===== src/rtl/prc_pkg.sv =====
`timescale 1ns / 1ps
package prc_pkg;

   typedef struct packed {
      logic signed [15:0] vertex_x;
      logic signed [15:0] vertex_y;
      logic               last_vertex;
   } req_type;

   typedef struct packed {
      logic signed [23:0] centroid_x;
      logic signed [23:0] centroid_y;
      logic [1:0]         result_kind;
      logic               count_overflow;
   } rsp_type;

   // Ring summary handed from the accumulator to the divider back end
   typedef struct packed {
      logic signed [15:0] first_x;
      logic signed [15:0] first_y;
      logic signed [47:0] area2;
      logic signed [63:0] wx;
      logic signed [63:0] wy;
      logic signed [27:0] px;
      logic signed [27:0] py;
      logic [11:0]        count;
      logic               ovf;
   } ring_type;

   localparam logic [1:0] KIND_AREA   = 2'd0;
   localparam logic [1:0] KIND_MEAN   = 2'd1;
   localparam logic [1:0] KIND_SINGLE = 2'd2;

endpackage


===== src/rtl/prc_back.sv =====
`timescale 1ns / 1ps
module prc_back import prc_pkg::*; #(
   parameter int FRAC_BITS = 8
) (
   input  logic        clock,
   input  logic        reset,
   input  logic [20:0] threshold,
   input  logic        ring_valid,
   output logic        ring_stall,
   input  ring_type    ring_data,
   output logic        rsp_valid,
   input  logic        rsp_stall,
   output rsp_type     rsp_data
);
   localparam logic [2:0] ST_IDLE = 3'd0;
   localparam logic [2:0] ST_DIV  = 3'd1;
   localparam logic [2:0] ST_FIN  = 3'd2;
   localparam logic [2:0] ST_OUT  = 3'd3;
   localparam int QW = 64 + FRAC_BITS + 1;   // quotient bits incl. one rounding bit

   logic [2:0]   st_ff;
   ring_type     r_ff;
   logic [1:0]   kind_ff;
   logic         axis_ff;              // 0: x, 1: y
   logic [65:0]  den_ff;               // magnitude of divisor
   logic [65:0]  rem_ff;
   logic [QW-1:0] num_ff;              // shifted dividend, becomes quotient
   logic [6:0]   bit_ff;
   logic         neg_ff;
   logic signed [23:0] cx_ff;
   rsp_type      out_ff;
   logic signed [49:0] den3;
   logic [65:0]  rtry;
   logic [64:0]  qfull;
   logic [66:0]  qres;
   logic signed [67:0] val;
   logic signed [23:0] sat;
   logic signed [63:0] nsel;
   logic [63:0]  nmag;

   assign ring_stall = (st_ff != ST_IDLE);
   assign rsp_valid  = (st_ff == ST_OUT);
   assign rsp_data   = out_ff;
   assign den3 = 50'(r_ff.area2) * 50'sd3;

   // restoring divide step on the shifted magnitude
   assign rtry = {rem_ff[64:0], num_ff[QW-1]};

   // numerator of the next axis
   always_comb begin
      if (kind_ff == KIND_MEAN) nsel = axis_ff ? 64'(r_ff.py) : 64'(r_ff.px);
      else nsel = axis_ff ? r_ff.wy : r_ff.wx;
      nmag = nsel[63] ? 64'(-nsel) : nsel;
   end

   // quotient with half-bit rounding; cap large quotients at 2^40
   always_comb begin
      qfull = 65'((num_ff + QW'(1)) >> 1);
      if ((num_ff >> (FRAC_BITS + 1)) >= QW'(1 << 24)) qres = 67'(1) << 40;
      else qres = 67'(qfull);
      val = neg_ff ? -68'(qres) : 68'(qres);
      if (kind_ff == KIND_AREA)
         val = val + (68'(axis_ff ? r_ff.first_y : r_ff.first_x) <<< FRAC_BITS);
      if (val > 68'sd8388607) sat = 24'sh7FFFFF;
      else if (val < -68'sd8388608) sat = -24'sh800000;
      else sat = 24'(val);
   end

   always_ff @(posedge clock) begin
      if (reset) begin
         st_ff <= ST_IDLE;
      end else begin
         case (st_ff)
            ST_IDLE: if (ring_valid) begin
               r_ff  <= ring_data;
               axis_ff <= 1'b0;
               st_ff <= ST_FIN;
               kind_ff <= KIND_SINGLE;
               bit_ff <= '0;
               if (ring_data.count > 12'd1) begin
                  if (ring_data.area2 == '0 ||
                      (ring_data.area2[47] ? 48'(-ring_data.area2) : ring_data.area2)
                      < 48'(threshold))
                     kind_ff <= KIND_MEAN;
                  else kind_ff <= KIND_AREA;
                  st_ff <= ST_DIV;
                  bit_ff <= 7'd127;   // marks "load"
               end
            end
            ST_DIV: begin
               if (bit_ff == 7'd127) begin
                  // load operands
                  den_ff <= (kind_ff == KIND_MEAN) ? 66'(r_ff.count - 12'd1)
                          : (den3[49] ? 66'(-den3) : 66'(den3));
                  neg_ff <= nsel[63] ^ ((kind_ff == KIND_AREA) & r_ff.area2[47]);
                  num_ff <= QW'(nmag) << (FRAC_BITS + 1);
                  rem_ff <= '0;
                  bit_ff <= 7'(QW);
               end else begin
                  if (rtry >= den_ff) begin
                     rem_ff <= rtry - den_ff;
                     num_ff <= {num_ff[QW-2:0], 1'b1};
                  end else begin
                     rem_ff <= rtry;
                     num_ff <= {num_ff[QW-2:0], 1'b0};
                  end
                  bit_ff <= bit_ff - 7'd1;
                  if (bit_ff == 7'd1) st_ff <= ST_FIN;
               end
            end
            ST_FIN: begin
               if (kind_ff == KIND_SINGLE) begin
                  out_ff.centroid_x <= 24'(r_ff.first_x) <<< FRAC_BITS;
                  out_ff.centroid_y <= 24'(r_ff.first_y) <<< FRAC_BITS;
                  st_ff <= ST_OUT;
               end else if (!axis_ff) begin
                  cx_ff <= sat;
                  axis_ff <= 1'b1;
                  bit_ff <= 7'd127;
                  st_ff <= ST_DIV;
               end else begin
                  out_ff.centroid_x <= cx_ff;
                  out_ff.centroid_y <= sat;
                  st_ff <= ST_OUT;
               end
               out_ff.result_kind <= kind_ff;
               out_ff.count_overflow <= r_ff.ovf;
            end
            ST_OUT: if (!rsp_stall) st_ff <= ST_IDLE;
            default: st_ff <= ST_IDLE;
         endcase
      end
   end
endmodule


===== config.mk =====
export PLATFORM = sky130hd
export DESIGN_NAME = prc_back
export DESIGN_NICKNAME = d
export VERILOG_FILES = /design/src/rtl/prc_pkg.sv /design/src/rtl/prc_back.sv
export SDC_FILE = /design/constraint.sdc
export NUM_CORES = 1
export LEC_CHECK = 0
export BUFFER_PORTS_ARGS = -buffer_cell sky130_fd_sc_hd__clkbuf_2
export CORE_MARGIN = 2
export CORE_UTILIZATION = 31
export DETAILED_ROUTE_END_ITERATION = 8
export GPL_TIMING_DRIVEN = 0
export PLACE_DENSITY = 0.56
export SYNTH_ARGS = -nofsm -noshare
export SYNTH_HDL_FRONTEND = slang
export SYNTH_SLANG_ARGS = --single-unit

===== constraint.sdc =====
create_clock -name clock -period 15.4 [get_ports clock]
set_clock_uncertainty 0.1 [all_clocks]
set_input_delay 2.31 -clock clock [delete_from_list [all_inputs] [get_ports clock]]
set_output_delay 2.31 -clock clock [all_outputs]
set_load 0.02 [all_outputs]

==> summary.md, run 1 <==
| Metric | Value |
|---|---|
| Sink Count | `569` |
| Primary FF master, synth | `edfxtp_1` |
| Initial antenna violation count | `4` |
| Die span in x | `368 um` |
| Area of the core | `131,000 um^2` |
| Routability Congestion | `0.947` |
| Cell count after synthesis | `4,344` |
| Gr ovfl total | `0` |
| CP Class | `reg2reg` |
| Max VDD drop | `0.0857 mV` |
| Synth top area share | `0.414` |
| Cts hold-fix bufs | `0` |
| Sequential element share of the synthesized area | `0.415` |
| H-tree depth | `3` |
| Row count | `133` |
| Avg WL per Cell | `19.8 um` |
| Number of global-route vias before repair | `33,600` |
| Post-route ant nets | `0` |
| Post-synthesis cell type count | `93` |
| Synth Net Count | `4,902` |
| CTS max path bufs | `3` |
| Via density | `5.31` |
| Post-synth ARST share | `0` |
| Min-Delay Path Class | `reg2reg` |
| Die Height | `368 um` |
| Run status | `completed` |
| RSZ-0062 raised after global routing | `no` |
| Clock transition at path regs | `0.06 ns` |
| LEAKAGE | `0.0186 uW` |
| Gr usage total | `0.187` |
| First-pass GRT wire length | `199,000 um` |
| Ratio of cells with drive above 1 in the final layout | `0.126` |
| Power Dens Cells | `129 nW/um^2` |
| Avg Inst Size Synth | `9.46 um^2` |
| CTS tree | `yes` |
| Clock Tree Root | `clkbuf_16` |
| Fin util | `0.363` |
| Worst slew margin | `0.124` |
| Initial drt markers | `2,631` |
| Crit Path Max Fanout | `10` |
| Setup tns final | `0 ns` |
| Setup crit start kind | `flip-flop` |
| # Post-CTS Setup Buffers | `0` |
| Fin crit period | `12.69 ns` |
| Setup WS post-layout | `2.71 ns` |
| Num ports | `355` |
| Slew Viols, Final | `0` |
| FF+latch count, synth | `569` |
| Placement Setup Slack | `2.36 ns` |
| CP Data Required Time | `15.67 ns` |
| # DRC | `0` |
| Final Net Count | `5,348` |
| CP Capture Type | `flip-flop` |
| Crit path DAT | `12.96 ns` |
| Initial Util | `0.313` |
| Syn Std Cell Area | `41,100 um^2` |
| CP most frequent cell | `buf_2` |
| Crit path max-delay cell type | `buf_1` |
| HPWL after DPL | `103,000 um` |
| Largest cells by area after synthesis | `edfxtp_1 41%, ha_1 7.7%, xnor2_1 4.5%, nand2_1 4.1%, o21ai_0 3.9%` |
| Slew @ Worst Pin | `1.31 ns` |
| Final period util | `0.824` |
| Post-synth EDFFs | `567` |
| Largest net degree at the start of global routing | `52` |
| DR vias | `35,000` |
| Maxcap violations | `0` |
| Clock Latency Late Sink | `0.68 ns` |
| Final setup violation count | `0` |
| Port buffer count | `354` |
| Max Fclk | `0.0788 GHz` |
| First-pass iteration count of the detailed router | `5` |
| Final hold vios | `0` |
| Area Overhead vs Synth | `16.2%` |
| Yosys top cell by area | `edfxtp_1` |
| Largest stage delay, worst path | `0.82 ns` |
| Synth warn | `0` |
| Die area | `136,000 um^2` |
| CTS Buf Count | `70` |
| WL final | `130,000 um` |
| Kind of cell adding the most delay to the critical path | `buffers and inverters` |
| Post_cts resized | `0` |
| WP buf/inv | `12` |
==> through the flow <==
stage | instances | power [uW] | cell area [um^2] | hold slack [ns]
global placement | 6453 | 4550 | 45100 | 0.315
global route | 6596 | 6520 | 47800 | 0.324
CTS | 6595 | 6180 | 47800 | 0.322
finish | 6596 | 6150 | 47800 | 0.328
floorplan | 4344 | 3850 | 41100 | 0.300
detailed placement | 6473 | 4520 | 45500 | 0.320
==> flip-flops by register name (all words and copies together), names as in the netlist <==
signal,count
rsp_data,51
neg_ff,1
r_ff,277
cx_ff,24
bit_ff,7
st_ff,2
den_ff,66
rem_ff,65
kind_ff,2
axis_ff,1
num_ff,73
==> cell usage after synthesis, types with 29 or more instances <==
cell      number
a211oi_1      37
a21o_1       117
a21oi_1      315
a31oi_1       44
and2_1        40
and3_1        33
clkbuf_1     185
edfxtp_1     567
ha_1         253
inv_1        187
mux2_2        37
mux2i_1      107
nand2_1      444
nand2b_1      36
nand3_1      102
nand4_1       83
nor2_1       391
nor2b_1       34
nor3_1        93
nor4_1        55
o211ai_1      30
o21a_1        29
o21ai_0      322
o21bai_1      32
o31ai_1       43
or3_1         55
xnor2_1      212
xor2_1       109
==> kinds of logic after synthesis <==
family,after synthesis,synth area share
multiplexers,170,0.0504
AND/OR/NAND/NOR,1471,0.173
adder cells (fa/ha/maj),256,0.0785
flip-flops,569,0.415
XOR/XNOR,321,0.0684
buffers and inverters,407,0.0384
AO/OA/AOI/OAI,1150,0.176
==> final cells by class <==
class                           instances  area, um^2
Antenna cell                            1        2.50
Buffer                                220         876
Clock buffer                           83        1820
Clock inverter                         39         420
Fill cell                           13500       83700
Inverter                              187         702
Multi-Input combinational cell       3368       22500
Sequential cell                       569       17100
Tap cell                             1755        2200
Timing Repair Buffer                  374        2170
==> power breakdown <==
group | internal (uW) | leakage (uW) | switching (uW) | total (uW)
clock network | 941 | 0.00108 | 699 | 1640
registers | 2010 | 0.00519 | 113 | 2120
logic | 887 | 0.0124 | 1500 | 2380
==> final timing paths <==
check | depth (start not counted) | from | slack, ns | end
max | 29 | axis_ff | 2.71 | rsp_data[24]
min | 0 | r_ff[0] | 0.33 | rsp_data[0]
max reg2reg | 29 | axis_ff | 2.71 | rsp_data[24]
min reg2reg | 0 | r_ff[0] | 0.33 | rsp_data[0]
==> layout by cell type, fill, tap and decap left out, types with 71 or more instances in the layout <==
| cell | count |
|---|---|
| nand4_1 | 83 |
| nand3_1 | 102 |
| nand2_1 | 444 |
| xor2_1 | 109 |
| xnor2_1 | 212 |
| a21oi_1 | 315 |
| edfxtp_1 | 567 |
| clkbuf_16 | 71 |
| ha_1 | 253 |
| o21ai_0 | 322 |
| inv_1 | 186 |
| nor2_1 | 389 |
| a21o_1 | 117 |
| mux2i_1 | 107 |
| clkbuf_2 | 355 |
| nor3_1 | 92 |
| clkbuf_1 | 196 |
==> per-layer routing <==
layer,part of all wire,GRT usage
met1,0.46,0.259
met2,0.46,0.301
met3,0.058,0.0323
met4,0.023,0.0478
met5,0.00030,0
Note: power is estimated with default switching activity, not from simulation.
==> inputs of run 2 (changes only) <==
clock period = 11.2 ns   (was 15.4 ns; I/O delays follow)
==> summary.md, run 2 (synthesis results as in run 1) <==
| Metric | Value |
|---|---|
| CTS Buf Count | `69 (-1.4%)` |
| Slew Viols, Final | `0 (unchanged)` |
| Post-route ant nets | `0 (unchanged)` |
| Clock Tree Root | `clkbuf_16` |
| Register area | `17,100 um^2 (unchanged)` |
| Min-Delay Path Class | `reg2reg` |
| Initial Util | `0.313 (unchanged)` |
| Crit Path Max Fanout | `28 (+18)` |
| Clock transition at path regs | `0.06 ns (about the same)` |
| Via density | `5.29 (-0.25%)` |
| Max reg flops | `277 (unchanged)` |
| CP cell instances | `buf_2, buf_2, clkbuf_2, clkbuf_1, buf_2, buf_4, clkbuf_2, mux2_2, ha_1, clkbuf_1, nand4_1, or3_1, o211ai_1, o31a_1, a41oi_1, o31ai_1, xnor2_1, or4bb_1, o32ai_1, nand4_1, o21bai_1, clkbuf_1, clkbuf_1, nand2_1` |
| Number of global-route vias before repair | `33,400 (-0.58%)` |
| Power Total | `8460 uW (+38%)` |
| First-pass GRT wire length | `199,000 um (about the same)` |
| Commonest non-fill, non-tap cell in the layout | `edfxtp_1` |
| Most frequent cells in the layout | `567 x edfxtp_1, 444 x nand2_1, 389 x nor2_1, 357 x clkbuf_2, 322 x o21ai_0` |
| Area of the core | `131,000 um^2 (unchanged)` |
| Run status | `completed` |
| Power Dens Cells | `177 nW/um^2 (+37%)` |
| Routability Congestion | `0.943 (-0.50%)` |
| # DRC | `0 (unchanged)` |
| DR vias | `34,900 (-0.16%)` |
| Avg WL per Cell | `19.8 um (about the same)` |
| Setup tns final | `0 ns (unchanged)` |
| WL final | `130,000 um (about the same)` |
| Clock Latency Late Sink | `0.67 ns (about the same)` |
| CTS max path bufs | `3 (unchanged)` |
| H-tree depth | `3 (unchanged)` |
| Largest net degree at the start of global routing | `52 (unchanged)` |
| Crit path max-delay cell type | `buf_2` |
| Largest regs | `r_ff: 277 flops, num_ff: 73 flops, den_ff: 66 flops` |
| Setup crit start kind | `flip-flop` |
| Initial drt markers | `2,680 (+1.9%)` |
| LEAKAGE | `0.0187 uW (+0.20%)` |
| CP Data Required Time | `11.46 ns (-4.21 ns)` |
| Gr usage total | `0.186 (-0.000627)` |
| CP Class | `reg2reg` |
| Placed Instances | `6,472 (-0.015%)` |
| Area Overhead vs Synth | `16.3% (about the same)` |
| Final period util | `0.952 (+0.128)` |
| Fin crit period | `10.66 ns (-2.03 ns)` |
| Sink Count | `569 (unchanged)` |
| Layout fillers | `13,500 (-0.44%)` |
| Die span in x | `368 um (unchanged)` |
| Max Fclk | `0.0938 GHz (+19%)` |
| CP most frequent cell | `clkbuf_1` |
| Largest stage delay, worst path | `0.69 ns (-0.13 ns)` |
| CTS tree | `yes` |
| Final Net Count | `5,343 (-0.093%)` |
| Gr ovfl total | `0 (unchanged)` |
| Die area | `136,000 um^2 (unchanged)` |
| Biggest register | `r_ff` |
| Crit path DAT | `10.93 ns (-2.03 ns)` |
| Worst slew margin | `0.114 (-0.00970)` |
| Area occupied by multi-input gates | `22,500 um^2 (about the same)` |
| HPWL after DPL | `103,000 um (+0.21%)` |
| Max VDD drop | `0.121 mV (+41%)` |
| CP Capture Type | `flip-flop` |
| First-pass iteration count of the detailed router | `5 (unchanged)` |
| Finished Layout Cells | `6,602 (+0.091%)` |
| RSZ-0062 raised after global routing | `no` |
| Maxcap violations | `0 (unchanged)` |
| Final hold vios | `0 (unchanged)` |
| Final setup violation count | `0 (unchanged)` |
| Initial antenna violation count | `8 (+4)` |
| Port buffer count | `354 (unchanged)` |
| Cts hold-fix bufs | `0 (unchanged)` |
| Slew @ Worst Pin | `1.32 ns (+0.00925 ns)` |
| Row count | `133 (unchanged)` |
| Die Height | `368 um (unchanged)` |
| Num ports | `355 (unchanged)` |
| Ratio of cells with drive above 1 in the final layout | `0.127 (+0.00103)` |
==> run 2: area by class of cell <==
type                    count  share of cell area
multi-input cells        3368               0.471
flip-flops and latches    569               0.357
well taps                1755              0.0459
repair buffers            373              0.0448
clock buffers              84              0.0388
plain buffers             217              0.0183
inverters                 187              0.0147
clock inverters            42             0.00887
diodes                      7            0.000366
==> run 2: final timing paths <==
path / from / end / slack (ns) / depth (start not counted)
hold reg to reg: r_ff[0] / rsp_data[0] / 0.32 / 0
setup / recovery: axis_ff / cx_ff[18] / 0.54 / 24
hold / removal: r_ff[0] / rsp_data[0] / 0.32 / 0
setup reg to reg: axis_ff / cx_ff[18] / 0.54 / 24
==> run 2: critical path, delay by kind of cell, from the launching register on <==
family / cells / cell delay, ns
AOI/OAI and AO/OA: 6 / 2.37
xor gates and xnor gates: 1 / 0.25
adders and majority gates: 1 / 0.28
buffers and inverters: 10 / 4.82
DFF: 1 / 0.53
muxes: 1 / 0.41
and+or+nand+nor: 5 / 1.50
==> run 2: timing repair <==
item                                    in CTS  in global routing
cloned                                       0                  0
resized for setup                            5                  3
buffers inserted                             0                  0
endpoints found under the setup margin      50                 43
==> run 2: metal layers <==
| metal | track usage | share of wire | up-vias |
|---|---|---|---|
| met1 | 0.259 | 0.46 | 16700 |
| met4 | 0.0485 | 0.020 | 4 |
| met3 | 0.0262 | 0.055 | 131 |
| met2 | 0.303 | 0.46 | 1051 |
| met5 | 0 | 0.00016 | - |
| li1 | - | - | 17100 |
==> run 2: power by group <==
| group | internal (uW) | total (uW) | switching (uW) | leakage [uW] |
|---|---|---|---|---|
| Sequential | 2760 | 2920 | 156 | 0.00519 |
| Combinational | 1220 | 3270 | 2050 | 0.0124 |
| Clock | 1310 | 2270 | 956 | 0.00110 |
==> run 2: per-stage QoR <==
| step | setup WS [ns] | hold slack, ns | util | instance area (um^2) |
|---|---|---|---|---|
| 6_report | 0.536 | 0.323 | 0.364 | 47800 |
| 5_1_grt | 0.00504 | 0.339 | 0.364 | 47800 |
| 4_1_cts | 0.0873 | 0.326 | 0.363 | 47800 |
| 3_5_place_dp | -1.88 | 0.318 | 0.346 | 45500 |
| 3_3_place_gp | -3.87 | 0.306 | 0.343 | 45100 |
| 2_1_floorplan | 0.756 | 0.300 | - | 41100 |
